[src/hdl/gpfe_pkg.sv]
// Shared types, constants and exp tables for the Gaussian peak field evaluator.
package gpfe_pkg;

  localparam int unsigned PEAKS_DEF = 16;
  localparam int unsigned COORD_W = 16;
  localparam int unsigned FIELD_W = 24;
  localparam logic [FIELD_W-1:0] FIELD_MAX = 24'hFFFFFF;
  localparam logic [12:0] EXP_CUTOFF = 13'd4096;

  typedef enum logic [1:0] {
    REG_LEFT   = 2'd0,
    REG_RIGHT  = 2'd1,
    REG_BOTTOM = 2'd2,
    REG_TOP    = 2'd3
  } reg_idx_t;

  typedef enum logic {
    ACT_APPEND = 1'b0,
    ACT_EVAL   = 1'b1
  } action_t;

  typedef enum logic [3:0] {
    ST_IDLE,
    ST_RD,
    ST_RDW,
    ST_DIFF,
    ST_SQX,
    ST_SQY,
    ST_SQS,
    ST_DIV,
    ST_EXP1,
    ST_EXP2,
    ST_EXP3,
    ST_MUL,
    ST_ACC,
    ST_OUT
  } state_t;

  // Divider control/status between sequencer and divide unit.
  typedef struct packed {
    logic start;
  } div_ctl_t;

  typedef struct packed {
    logic busy;
    logic done;
  } div_sts_t;

  function automatic logic [16:0] exp_int(input logic [3:0] i);
    logic [16:0] r;
    case (i)
      4'd0: r = 17'd65536; 4'd1: r = 17'd24109; 4'd2: r = 17'd8869;
      4'd3: r = 17'd3263;  4'd4: r = 17'd1200;  4'd5: r = 17'd442;
      4'd6: r = 17'd162;   4'd7: r = 17'd60;    4'd8: r = 17'd22;
      4'd9: r = 17'd8;     4'd10: r = 17'd3;    4'd11: r = 17'd1;
      default: r = 17'd0;
    endcase
    return r;
  endfunction

  function automatic logic [16:0] exp_six(input logic [3:0] i);
    logic [16:0] r;
    case (i)
      4'd0: r = 17'd65536;  4'd1: r = 17'd61565;  4'd2: r = 17'd57835;
      4'd3: r = 17'd54331;  4'd4: r = 17'd51039;  4'd5: r = 17'd47947;
      4'd6: r = 17'd45042;  4'd7: r = 17'd42313;  4'd8: r = 17'd39750;
      4'd9: r = 17'd37341;  4'd10: r = 17'd35079; 4'd11: r = 17'd32954;
      4'd12: r = 17'd30957; 4'd13: r = 17'd29081; 4'd14: r = 17'd27319;
      default: r = 17'd25664;
    endcase
    return r;
  endfunction

  function automatic logic [16:0] exp_fine(input logic [3:0] i);
    logic [16:0] r;
    case (i)
      4'd0: r = 17'd65536;  4'd1: r = 17'd65280;  4'd2: r = 17'd65027;
      4'd3: r = 17'd64772;  4'd4: r = 17'd64520;  4'd5: r = 17'd64268;
      4'd6: r = 17'd64018;  4'd7: r = 17'd63768;  4'd8: r = 17'd63520;
      4'd9: r = 17'd63272;  4'd10: r = 17'd63025; 4'd11: r = 17'd62780;
      4'd12: r = 17'd62535; 4'd13: r = 17'd62291; 4'd14: r = 17'd62048;
      default: r = 17'd61806;
    endcase
    return r;
  endfunction

endpackage

[src/hdl/gaussian_peak_field_evaluator_top.sv]
// Top level of the Gaussian peak field evaluator: sequencer, peak table, datapath.
//
// Usage:
//  - Input channel (in_valid/in_ready): one request per item. in_action selects
//    append-peak or evaluate-point; point, height and spread ride alongside.
//  - Output channel (out_valid/out_ready): one result per request: field_value,
//    in_region, status.
//  - Config port: cfg_we writes cfg_data[15:0] to register cfg_index (0 left,
//    1 right, 2 bottom, 3 top edge). Unknown indexes are ignored.
//  - Results: an append, or an evaluation of an empty table, raises out_valid at
//    the accepting edge. An evaluation walks the stored peaks one at a time
//    through a shared multiplier and a restoring divider, then raises out_valid.
//  - Throughput: one request at a time; in_ready is low from accept until the
//    result has been taken.
//  - Reset (rst_n low, synchronous): empties the peak table, restores the full
//    region, drops any pending result. Table contents are not cleared.
//  - Stall: a held result stays on out_* until out_ready; no new request enters.
module gaussian_peak_field_evaluator_top #(
  parameter int unsigned PEAKS = gpfe_pkg::PEAKS_DEF
) (
  input  logic        clk,
  input  logic        rst_n,
  input  logic        in_valid,
  output logic        in_ready,
  input  logic        in_action,
  input  logic [15:0] in_point_x,
  input  logic [15:0] in_point_y,
  input  logic [15:0] in_peak_height,
  input  logic [15:0] in_peak_spread,
  output logic        out_valid,
  input  logic        out_ready,
  output logic [23:0] out_field_value,
  output logic        out_in_region,
  output logic        out_status,
  input  logic        cfg_we,
  input  logic [1:0]  cfg_index,
  input  logic [15:0] cfg_data
);

  localparam int unsigned AW = (PEAKS > 1) ? $clog2(PEAKS) : 1;
  localparam int unsigned CW = $clog2(PEAKS + 1);

  gpfe_pkg::state_t state_r, state_nxt;

  logic signed [15:0] left_r, right_r, bottom_r, top_r;
  logic [CW-1:0]      count_r;
  logic [CW-1:0]      k_r;
  logic signed [15:0] qx_r, qy_r;
  logic [23:0]        sum_r;
  logic               region_r, status_r;
  logic               out_valid_r;
  logic signed [16:0] dx_r, dy_r;
  logic [33:0]        num_r;
  logic [32:0]        den_r;
  logic [41:0]        u_r;
  logic [16:0]        t_r;
  logic [16:0]        e_r;
  logic [15:0]        cont_r;

  logic               accept;
  logic               ram_we;
  logic [63:0]        ram_wdata, ram_rdata;
  logic [AW-1:0]      ram_waddr, ram_raddr;

  gpfe_pkg::div_ctl_t div_ctl;
  gpfe_pkg::div_sts_t div_sts;
  logic [41:0]        quot;

  // shared multiplier: 17x17 unsigned
  logic [16:0] mul_a, mul_b;
  logic [33:0] mul_p;
  assign mul_p = mul_a * mul_b;

  logic signed [15:0] cx, cy;
  logic [15:0]        ch, cs;
  assign cx = ram_rdata[63:48];
  assign cy = ram_rdata[47:32];
  assign ch = ram_rdata[31:16];
  assign cs = (ram_rdata[15:0] == 16'd0) ? 16'd1 : ram_rdata[15:0];

  assign accept    = in_valid && in_ready;
  assign in_ready  = (state_r == gpfe_pkg::ST_IDLE);
  assign ram_we    = accept && (in_action == gpfe_pkg::ACT_APPEND) &&
                     (count_r < CW'(PEAKS));
  assign ram_waddr = count_r[AW-1:0];
  assign ram_wdata = {in_point_x, in_point_y, in_peak_height, in_peak_spread};
  assign ram_raddr = k_r[AW-1:0];

  gpfe_ram #(.WIDTH(64), .DEPTH(PEAKS)) u_table (
    .clk   (clk),
    .we    (ram_we),
    .waddr (ram_waddr),
    .wdata (ram_wdata),
    .raddr (ram_raddr),
    .rdata (ram_rdata)
  );

  gpfe_div u_div (
    .clk      (clk),
    .rst_n    (rst_n),
    .ctl      (div_ctl),
    .dividend ({num_r, 8'd0}),
    .divisor  (den_r),
    .sts      (div_sts),
    .quotient (quot)
  );

  // next state
  always_comb begin
    state_nxt = state_r;
    unique case (state_r)
      gpfe_pkg::ST_IDLE: begin
        if (accept) begin
          if (in_action == gpfe_pkg::ACT_EVAL && count_r != '0) begin
            state_nxt = gpfe_pkg::ST_RD;
          end else begin
            state_nxt = gpfe_pkg::ST_OUT;
          end
        end
      end
      gpfe_pkg::ST_RD:   state_nxt = gpfe_pkg::ST_RDW;
      gpfe_pkg::ST_RDW:  state_nxt = gpfe_pkg::ST_DIFF;
      gpfe_pkg::ST_DIFF: state_nxt = gpfe_pkg::ST_SQX;
      gpfe_pkg::ST_SQX:  state_nxt = gpfe_pkg::ST_SQY;
      gpfe_pkg::ST_SQY:  state_nxt = gpfe_pkg::ST_SQS;
      gpfe_pkg::ST_SQS:  state_nxt = gpfe_pkg::ST_DIV;
      gpfe_pkg::ST_DIV: begin
        if (div_sts.done) begin
          state_nxt = gpfe_pkg::ST_EXP1;
        end
      end
      gpfe_pkg::ST_EXP1: state_nxt = gpfe_pkg::ST_EXP2;
      gpfe_pkg::ST_EXP2: state_nxt = gpfe_pkg::ST_EXP3;
      gpfe_pkg::ST_EXP3: state_nxt = gpfe_pkg::ST_MUL;
      gpfe_pkg::ST_MUL:  state_nxt = gpfe_pkg::ST_ACC;
      gpfe_pkg::ST_ACC: begin
        if (k_r + CW'(1) >= count_r) begin
          state_nxt = gpfe_pkg::ST_OUT;
        end else begin
          state_nxt = gpfe_pkg::ST_RD;
        end
      end
      gpfe_pkg::ST_OUT: begin
        if (out_ready) begin
          state_nxt = gpfe_pkg::ST_IDLE;
        end
      end
      default: state_nxt = gpfe_pkg::ST_IDLE;
    endcase
  end

  // outputs: multiplier operand select and divider start
  always_comb begin
    mul_a = '0;
    mul_b = '0;
    div_ctl.start = 1'b0;
    unique case (state_r)
      gpfe_pkg::ST_SQX: begin
        mul_a = dx_r[16] ? 17'(-dx_r) : 17'(dx_r);
        mul_b = mul_a;
      end
      gpfe_pkg::ST_SQY: begin
        mul_a = dy_r[16] ? 17'(-dy_r) : 17'(dy_r);
        mul_b = mul_a;
      end
      gpfe_pkg::ST_SQS: begin
        mul_a = {1'b0, cs};
        mul_b = {1'b0, cs};
        div_ctl.start = 1'b0;
      end
      gpfe_pkg::ST_EXP2: begin
        mul_a = gpfe_pkg::exp_int(u_r[11:8]);
        mul_b = gpfe_pkg::exp_six(u_r[7:4]);
      end
      gpfe_pkg::ST_EXP3: begin
        mul_a = t_r;
        mul_b = gpfe_pkg::exp_fine(u_r[3:0]);
      end
      gpfe_pkg::ST_MUL: begin
        mul_a = {1'b0, ch};
        mul_b = e_r;
      end
      gpfe_pkg::ST_DIV: div_ctl.start = !div_sts.busy && !div_sts.done && !u_r[41];
      default: ;
    endcase
  end

  // u_r[41] is borrowed as a "divider launched" flag while in ST_DIV.
  logic [34:0] prod_t;
  assign prod_t = {1'b0, mul_p} + 35'd32768;

  always_ff @(posedge clk) begin
    if (!rst_n) begin
      state_r     <= gpfe_pkg::ST_IDLE;
      count_r     <= '0;
      left_r      <= 16'sh8000;
      right_r     <= 16'sh7FFF;
      bottom_r    <= 16'sh8000;
      top_r       <= 16'sh7FFF;
      out_valid_r <= 1'b0;
      k_r         <= '0;
    end else begin
      state_r <= state_nxt;
      if (cfg_we) begin
        unique case (gpfe_pkg::reg_idx_t'(cfg_index))
          gpfe_pkg::REG_LEFT:   left_r   <= cfg_data;
          gpfe_pkg::REG_RIGHT:  right_r  <= cfg_data;
          gpfe_pkg::REG_BOTTOM: bottom_r <= cfg_data;
          gpfe_pkg::REG_TOP:    top_r    <= cfg_data;
          default: ;
        endcase
      end
      if (ram_we) begin
        count_r <= count_r + CW'(1);
      end
      if (accept) begin
        k_r <= '0;
      end else if (state_r == gpfe_pkg::ST_ACC) begin
        k_r <= k_r + CW'(1);
      end
      out_valid_r <= (state_nxt == gpfe_pkg::ST_OUT);
    end
  end

  // datapath registers
  always_ff @(posedge clk) begin
    if (accept) begin
      qx_r     <= in_point_x;
      qy_r     <= in_point_y;
      sum_r    <= '0;
      status_r <= (in_action == gpfe_pkg::ACT_APPEND) && (count_r >= CW'(PEAKS));
      region_r <= (in_action == gpfe_pkg::ACT_EVAL) &&
                  ($signed(in_point_x) >= left_r) && ($signed(in_point_x) <= right_r) &&
                  ($signed(in_point_y) >= bottom_r) && ($signed(in_point_y) <= top_r);
    end
    unique case (state_r)
      gpfe_pkg::ST_DIFF: begin
        dx_r <= 17'(qx_r) - 17'(cx);
        dy_r <= 17'(qy_r) - 17'(cy);
        u_r  <= '0;
      end
      gpfe_pkg::ST_SQX: num_r <= mul_p;
      gpfe_pkg::ST_SQY: num_r <= num_r + mul_p;
      gpfe_pkg::ST_SQS: den_r <= {mul_p[31:0], 1'b0};
      gpfe_pkg::ST_DIV: begin
        if (div_ctl.start) begin
          u_r[41] <= 1'b1;
        end
      end
      gpfe_pkg::ST_EXP1: u_r <= quot;
      gpfe_pkg::ST_EXP2: t_r <= 17'(prod_t[34:16]);
      gpfe_pkg::ST_EXP3: e_r <= (u_r >= 42'(gpfe_pkg::EXP_CUTOFF)) ? 17'd0 :
                                17'(prod_t[34:16]);
      gpfe_pkg::ST_MUL:  cont_r <= mul_p[31:16];
      gpfe_pkg::ST_ACC: begin
        if ({1'b0, sum_r} + 25'(cont_r) > 25'(gpfe_pkg::FIELD_MAX)) begin
          sum_r <= gpfe_pkg::FIELD_MAX;
        end else begin
          sum_r <= sum_r + 24'(cont_r);
        end
      end
      default: ;
    endcase
  end

  assign out_valid       = out_valid_r;
  assign out_field_value = sum_r;
  assign out_in_region   = region_r;
  assign out_status      = status_r;

  property p_busy_not_ready;
    @(posedge clk) disable iff (!rst_n) out_valid |-> !in_ready;
  endproperty
  a_busy_not_ready: assert property (p_busy_not_ready) else $error("ready while result held");

  property p_count_bound;
    @(posedge clk) disable iff (!rst_n) count_r <= CW'(PEAKS);
  endproperty
  a_count_bound: assert property (p_count_bound) else $error("peak count overflow");

  property p_append_zero;
    @(posedge clk) disable iff (!rst_n) out_valid && out_status |-> out_field_value == '0;
  endproperty
  a_append_zero: assert property (p_append_zero) else $error("refused append with value");

endmodule

[src/hdl/gpfe_ram.sv]
// Generic RAM with one write port and one registered read port.
module gpfe_ram #(
  parameter int unsigned WIDTH = 64,
  parameter int unsigned DEPTH = 16
) (
  input  logic                                         clk,
  input  logic                                         we,
  input  logic [((DEPTH > 1) ? $clog2(DEPTH) : 1)-1:0] waddr,
  input  logic [WIDTH-1:0]                             wdata,
  input  logic [((DEPTH > 1) ? $clog2(DEPTH) : 1)-1:0] raddr,
  output logic [WIDTH-1:0]                             rdata
);

  logic [WIDTH-1:0] mem [DEPTH];

  always_ff @(posedge clk) begin
    if (we) begin
      mem[waddr] <= wdata;
    end
    rdata <= mem[raddr];
  end

endmodule

[src/hdl/gpfe_div.sv]
// Restoring divider, one quotient bit per cycle: 42-bit dividend / 33-bit divisor.
module gpfe_div (
  input  logic                clk,
  input  logic                rst_n,
  input  gpfe_pkg::div_ctl_t  ctl,
  input  logic [41:0]         dividend,
  input  logic [32:0]         divisor,
  output gpfe_pkg::div_sts_t  sts,
  output logic [41:0]         quotient
);

  logic [5:0]  cnt_r, cnt_nxt;
  logic [33:0] rem_r, rem_nxt;
  logic [41:0] quo_r, quo_nxt;
  logic [32:0] dvs_r, dvs_nxt;
  logic        busy_r, busy_nxt;
  logic        done_r, done_nxt;
  logic [33:0] shifted;
  logic [34:0] diff;

  assign shifted = {rem_r[32:0], quo_r[41]};
  assign diff    = {1'b0, shifted} - {2'b00, dvs_r};

  always_comb begin
    cnt_nxt  = cnt_r;
    rem_nxt  = rem_r;
    quo_nxt  = quo_r;
    dvs_nxt  = dvs_r;
    busy_nxt = busy_r;
    done_nxt = 1'b0;
    if (ctl.start) begin
      cnt_nxt  = 6'd42;
      rem_nxt  = '0;
      quo_nxt  = dividend;
      dvs_nxt  = divisor;
      busy_nxt = 1'b1;
    end else if (busy_r) begin
      if (!diff[34]) begin
        rem_nxt = diff[33:0];
        quo_nxt = {quo_r[40:0], 1'b1};
      end else begin
        rem_nxt = shifted;
        quo_nxt = {quo_r[40:0], 1'b0};
      end
      cnt_nxt = cnt_r - 6'd1;
      if (cnt_r == 6'd1) begin
        busy_nxt = 1'b0;
        done_nxt = 1'b1;
      end
    end
  end

  always_ff @(posedge clk) begin
    if (!rst_n) begin
      busy_r <= 1'b0;
      done_r <= 1'b0;
      cnt_r  <= '0;
    end else begin
      busy_r <= busy_nxt;
      done_r <= done_nxt;
      cnt_r  <= cnt_nxt;
    end
    rem_r <= rem_nxt;
    quo_r <= quo_nxt;
    dvs_r <= dvs_nxt;
  end

  assign sts.busy = busy_r;
  assign sts.done = done_r;
  assign quotient = quo_r;

  property p_no_restart;
    @(posedge clk) disable iff (!rst_n) busy_r |-> !ctl.start;
  endproperty
  a_no_restart: assert property (p_no_restart) else $error("divider restarted while busy");

  property p_done_after_busy;
    @(posedge clk) disable iff (!rst_n) sts.done |-> $past(busy_r);
  endproperty
  a_done_after_busy: assert property (p_done_after_busy) else $error("done without busy");

  property p_quot_fits;
    @(posedge clk) disable iff (!rst_n) $rose(busy_r) |-> cnt_r == 6'd42;
  endproperty
  a_quot_fits: assert property (p_quot_fits) else $error("bad divider count");

endmodule

[config.mk]
export PLATFORM = sky130hd
export DESIGN_NAME = gaussian_peak_field_evaluator_top
export DESIGN_NICKNAME = d
export VERILOG_FILES = /design/src/hdl/gpfe_pkg.sv /design/src/hdl/gaussian_peak_field_evaluator_top.sv /design/src/hdl/gpfe_ram.sv /design/src/hdl/gpfe_div.sv
export SDC_FILE = /design/constraint.sdc
export NUM_CORES = 2
export LEC_CHECK = 0
export ABC_AREA = 1
export BUFFER_PORTS_ARGS = -buffer_cell sky130_fd_sc_hd__clkbuf_2
export CORE_MARGIN = 1.5
export CORE_UTILIZATION = 45
export DETAILED_ROUTE_END_ITERATION = 10
export PLACE_DENSITY_LB_ADDON = 0.05
export SYNTH_ARGS = -nofsm -noshare
export SYNTH_HDL_FRONTEND = slang
export SYNTH_SLANG_ARGS = --single-unit
[constraint.sdc]
create_clock -name clk -period 16 [get_ports clk]
set_input_delay 3.2 -clock clk [delete_from_list [all_inputs] [get_ports clk]]
set_output_delay 3.2 -clock clk [all_outputs]
set_load 0.02 [all_outputs]
==> metrics.md <==
| Metric | Value |
|---|---|
| Crit-path max cell delay | `roughly 980 ps` |
| P per Cell Area | `144 nW/um2` |
| Fin crit share | `0.668` |
| Placed cells | `roughly 9600` |
| Main synth FF type | `edfxtp_1` |
| DR DRC count | `0` |
| Leading area contributor after synthesis | `edfxtp_1` |
| CTS clk-pin slew, worst paths | `60 ps` |
| Synth Register Bits | `approximately 1600` |
| Routed WL per cell | `approximately 23 um` |
| Area growth syn-to-layout | `11.0%` |
| GRT overflow | `0` |
| Routed Antenna Nets | `0` |
| DRT iter0 DRCs | `4712` |
| Worst setup endpoint | `num_r[23]` |
| YS warnings | `0` |
| CTS Sinks | `approximately 1600` |
| Unrepaired setup endpoints after global routing | `no` |
| First-pass GRT wire length | `between 300000 and 400000 um` |
| Top cells by area, synth | `edfxtp_1 (51%), dfxtp_1 (5.9%), fa_1 (5.8%), nand2_1 (5.5%), ha_1 (5.0%)` |
| Clk buf depth | `3` |
| Worst hold slack | `~420 ps` |
| # port buffers | `between 100 and 150` |
| Die X | `approximately 420 um` |
| Synth cell count leaders | `edfxtp_1 (1340), nand2_1 (1169), inv_1 (1005), nor2_1 (726), o21ai_0 (502)` |
| Reg2reg end | `num_r[23]` |
| Crit path top cell by count | `inv_1` |
| CTS tree | `yes` |
| Worst reg-to-reg setup slack | `approximately 5300 ps` |
| Drt pass-1 iters | `8` |
| Slew Viols, Final | `0` |
| Distinct cells, synth | `63` |
| Syn Nets | `between 8000 and 9000` |
| Total power draw | `12.7 mW` |
| Core ar. | `176000 um2` |
| Syn Std Cell Area | `roughly 79000 um2` |
| Post-synth top area share | `0.506` |
| Fin area | `about 90000 um2` |
| Clk_lat worst skew | `~840 ps` |
| Status | `complete, no violations` |
| Leakage power | `35.0 nW` |
| Final worst setup slack | `5310 ps` |
| Worst setup EP type | `flop` |
| Clock Skew | `40.7 ps` |
| Mapped Avg Cell Area | `10.7 um2` |
| Final-report hold violation count | `0` |
| Antenna violations before repair | `9` |
| Worst reg2reg path depth | `39` |
| CP startpoint | `state_r[2]` |
| Post-CTS resize count | `0` |
| CTS Buf Count | `between 150 and 200` |
| Ports | `between 100 and 150` |
| Detailed-route via count | `approximately 55000` |
| Peak VDD IR | `~0.00012 V` |
| Async SR Flop Fraction | `0` |
| Placement Rows | `154` |
| GRT Resource Usage Total | `0.257` |
| H-tree levels | `4` |
| Largest net degree at the start of global routing | `172` |
| Post-synth EDFFs | `about 1300` |
| Hold crit path type | `flop to flop` |
| GPL Wtd Cong | `about 0.92` |
| Initial core utilization | `0.452` |
| Setup TNS | `0 ps` |
| Top-count cell post-synth | `edfxtp_1` |
| Min Tclk post-route | `10690 ps` |
| Post-DP Area | `between 80000 and 90000 um2` |
| Post-place setup slack | `between 5000 and 6000 ps` |
| Die Area | `around 180000 um2` |
| Layout cell share with drive strength beyond 1 | `0.0744` |
| Vias/cell | `about 5.5` |
| Sequential area share after synthesis | `0.566` |
| Final nets | `between 8000 and 9000` |
| CP arrival | `11210 ps` |
| Setup Buffers After CTS | `0` |
| CP max FO | `43` |
| Drt total wl | `approximately 230000 um` |
| Final setup fails | `0` |
| CP max stage cell | `inv_2` |
| Final Util | `0.502` |
| Fmax achieved | `around 0.094 GHz` |
| Critical path required time | `16520 ps` |
| Crit start category | `flop` |
| Filler cell count | `roughly 16000` |
| Vias in the first global route | `~53000` |
| Die Y | `~420 um` |
| HPWL after DPL | `147000 um` |
| Critical path class | `flop to flop` |
| Fin cells | `around 10000` |
| Worst r2r src | `state_r[2]` |
| CTS root buf | `clkbuf_16` |
| Headroom to the max-slew limit | `0.182` |
| Post-CTS Hold Buffers | `0` |
| Slew at the pin closest to its max-slew limit | `1220 ps` |
| Max-cap violations | `0` |
| Area taken by multi-input logic gates | `29500 um2` |
| Mapped Cells | `7419` |
| Register area | `roughly 45000 um2` |
per-layer routing:
metal	up-vias	global-route usage	wire [um]
li1	25700	-	-
met1	27100	0.355	103000
met2	1354	0.422	110000
met3	330	0.0347	11700
met4	2	0.0777	6640
met5	-	0	13
flip-flops by register name, indices dropped and copies added, names as in the netlist, 16 cells and up, named ones only:
name,flops
den_r,32
u_div.dvs_r,32
t_r,17
dy_r,17
u_table.mem,1024
u_div.quotient,42
out_field_value,24
qy_r,16
cont_r,16
u_table.rdata,64
bottom_r,16
right_r,16
left_r,16
e_r,17
num_r,34
qx_r,16
top_r,16
dx_r,17
u_r,42
u_div.rem_r,33
layout make-up:
type	instances	share of cell area
flip-flops and latches	1576	0.510
multi-input cells	4513	0.335
clock buffers	263	0.0568
inverters	1025	0.0437
well taps	2340	0.0332
repair buffers	187	0.0131
clock inverters	66	0.00875
diodes	6	0.000170
power breakdown:
group          switching (mW)  total (mW)  internal, mW
combinational            2.58        3.60          1.02
sequential              0.173        5.06          4.88
clock                    1.69        4.03          2.34
worst max-delay path, delay by kind of cell, from the launching register on:
family,cells,cell delay (ps)
AND/OR/NAND/NOR,16,3610
adder cells (fa/ha/maj),8,3790
AO/OA/AOI/OAI,5,880
flip-flops,1,440
buffers and inverters,10,1570
cell usage in the layout, fill, tap and decap left out, types with 14 or more instances in the layout:
master        n
edfxtp_1   1340
nand2_1    1169
inv_1      1003
nor2_1      707
o21ai_0     502
ha_1        319
a21oi_1     280
nand3_1     243
dfxtp_1     232
fa_1        229
o221ai_1    195
mux2i_1     190
clkbuf_16   177
clkbuf_2    115
o211ai_1     80
nor3_1       69
xor2_1       69
buf_4        69
clkbuf_1     60
o32ai_1      58
nand4_1      43
o22ai_1      32
clkinv_2     32
xnor2_1      30
clkbuf_8     26
nor2_4       24
nor4_1       22
o21bai_1     20
a31oi_1      20
nand2_2      18
inv_2        17
a221oi_1     17
a22o_1       16
o21ai_1      15
a21o_1       14
o21a_1       14
worst min-delay path by stage:
stage                     cells past startpoint  startpoint  slack [ps]         endpoint
after floorplan                               0   den_r[10]         400  u_div.dvs_r[10]
after global placement                        0   den_r[12]         400  u_div.dvs_r[12]
after detailed placement                      0    den_r[9]         400   u_div.dvs_r[9]
after CTS                                     0    den_r[9]         420   u_div.dvs_r[9]
after global routing                          0    den_r[9]         430   u_div.dvs_r[9]
final                                         0    den_r[9]         420   u_div.dvs_r[9]
cell families after synthesis:
family                   synth area share
AO/OA/AOI/OAI                       0.102
adder cells (fa/ha/maj)             0.108
buffers and inverters              0.0649
XOR/XNOR                           0.0111
multiplexers                       0.0239
flip-flops                          0.566
AND/OR/NAND/NOR                     0.124
Note: power is estimated with default switching activity, not from simulation.
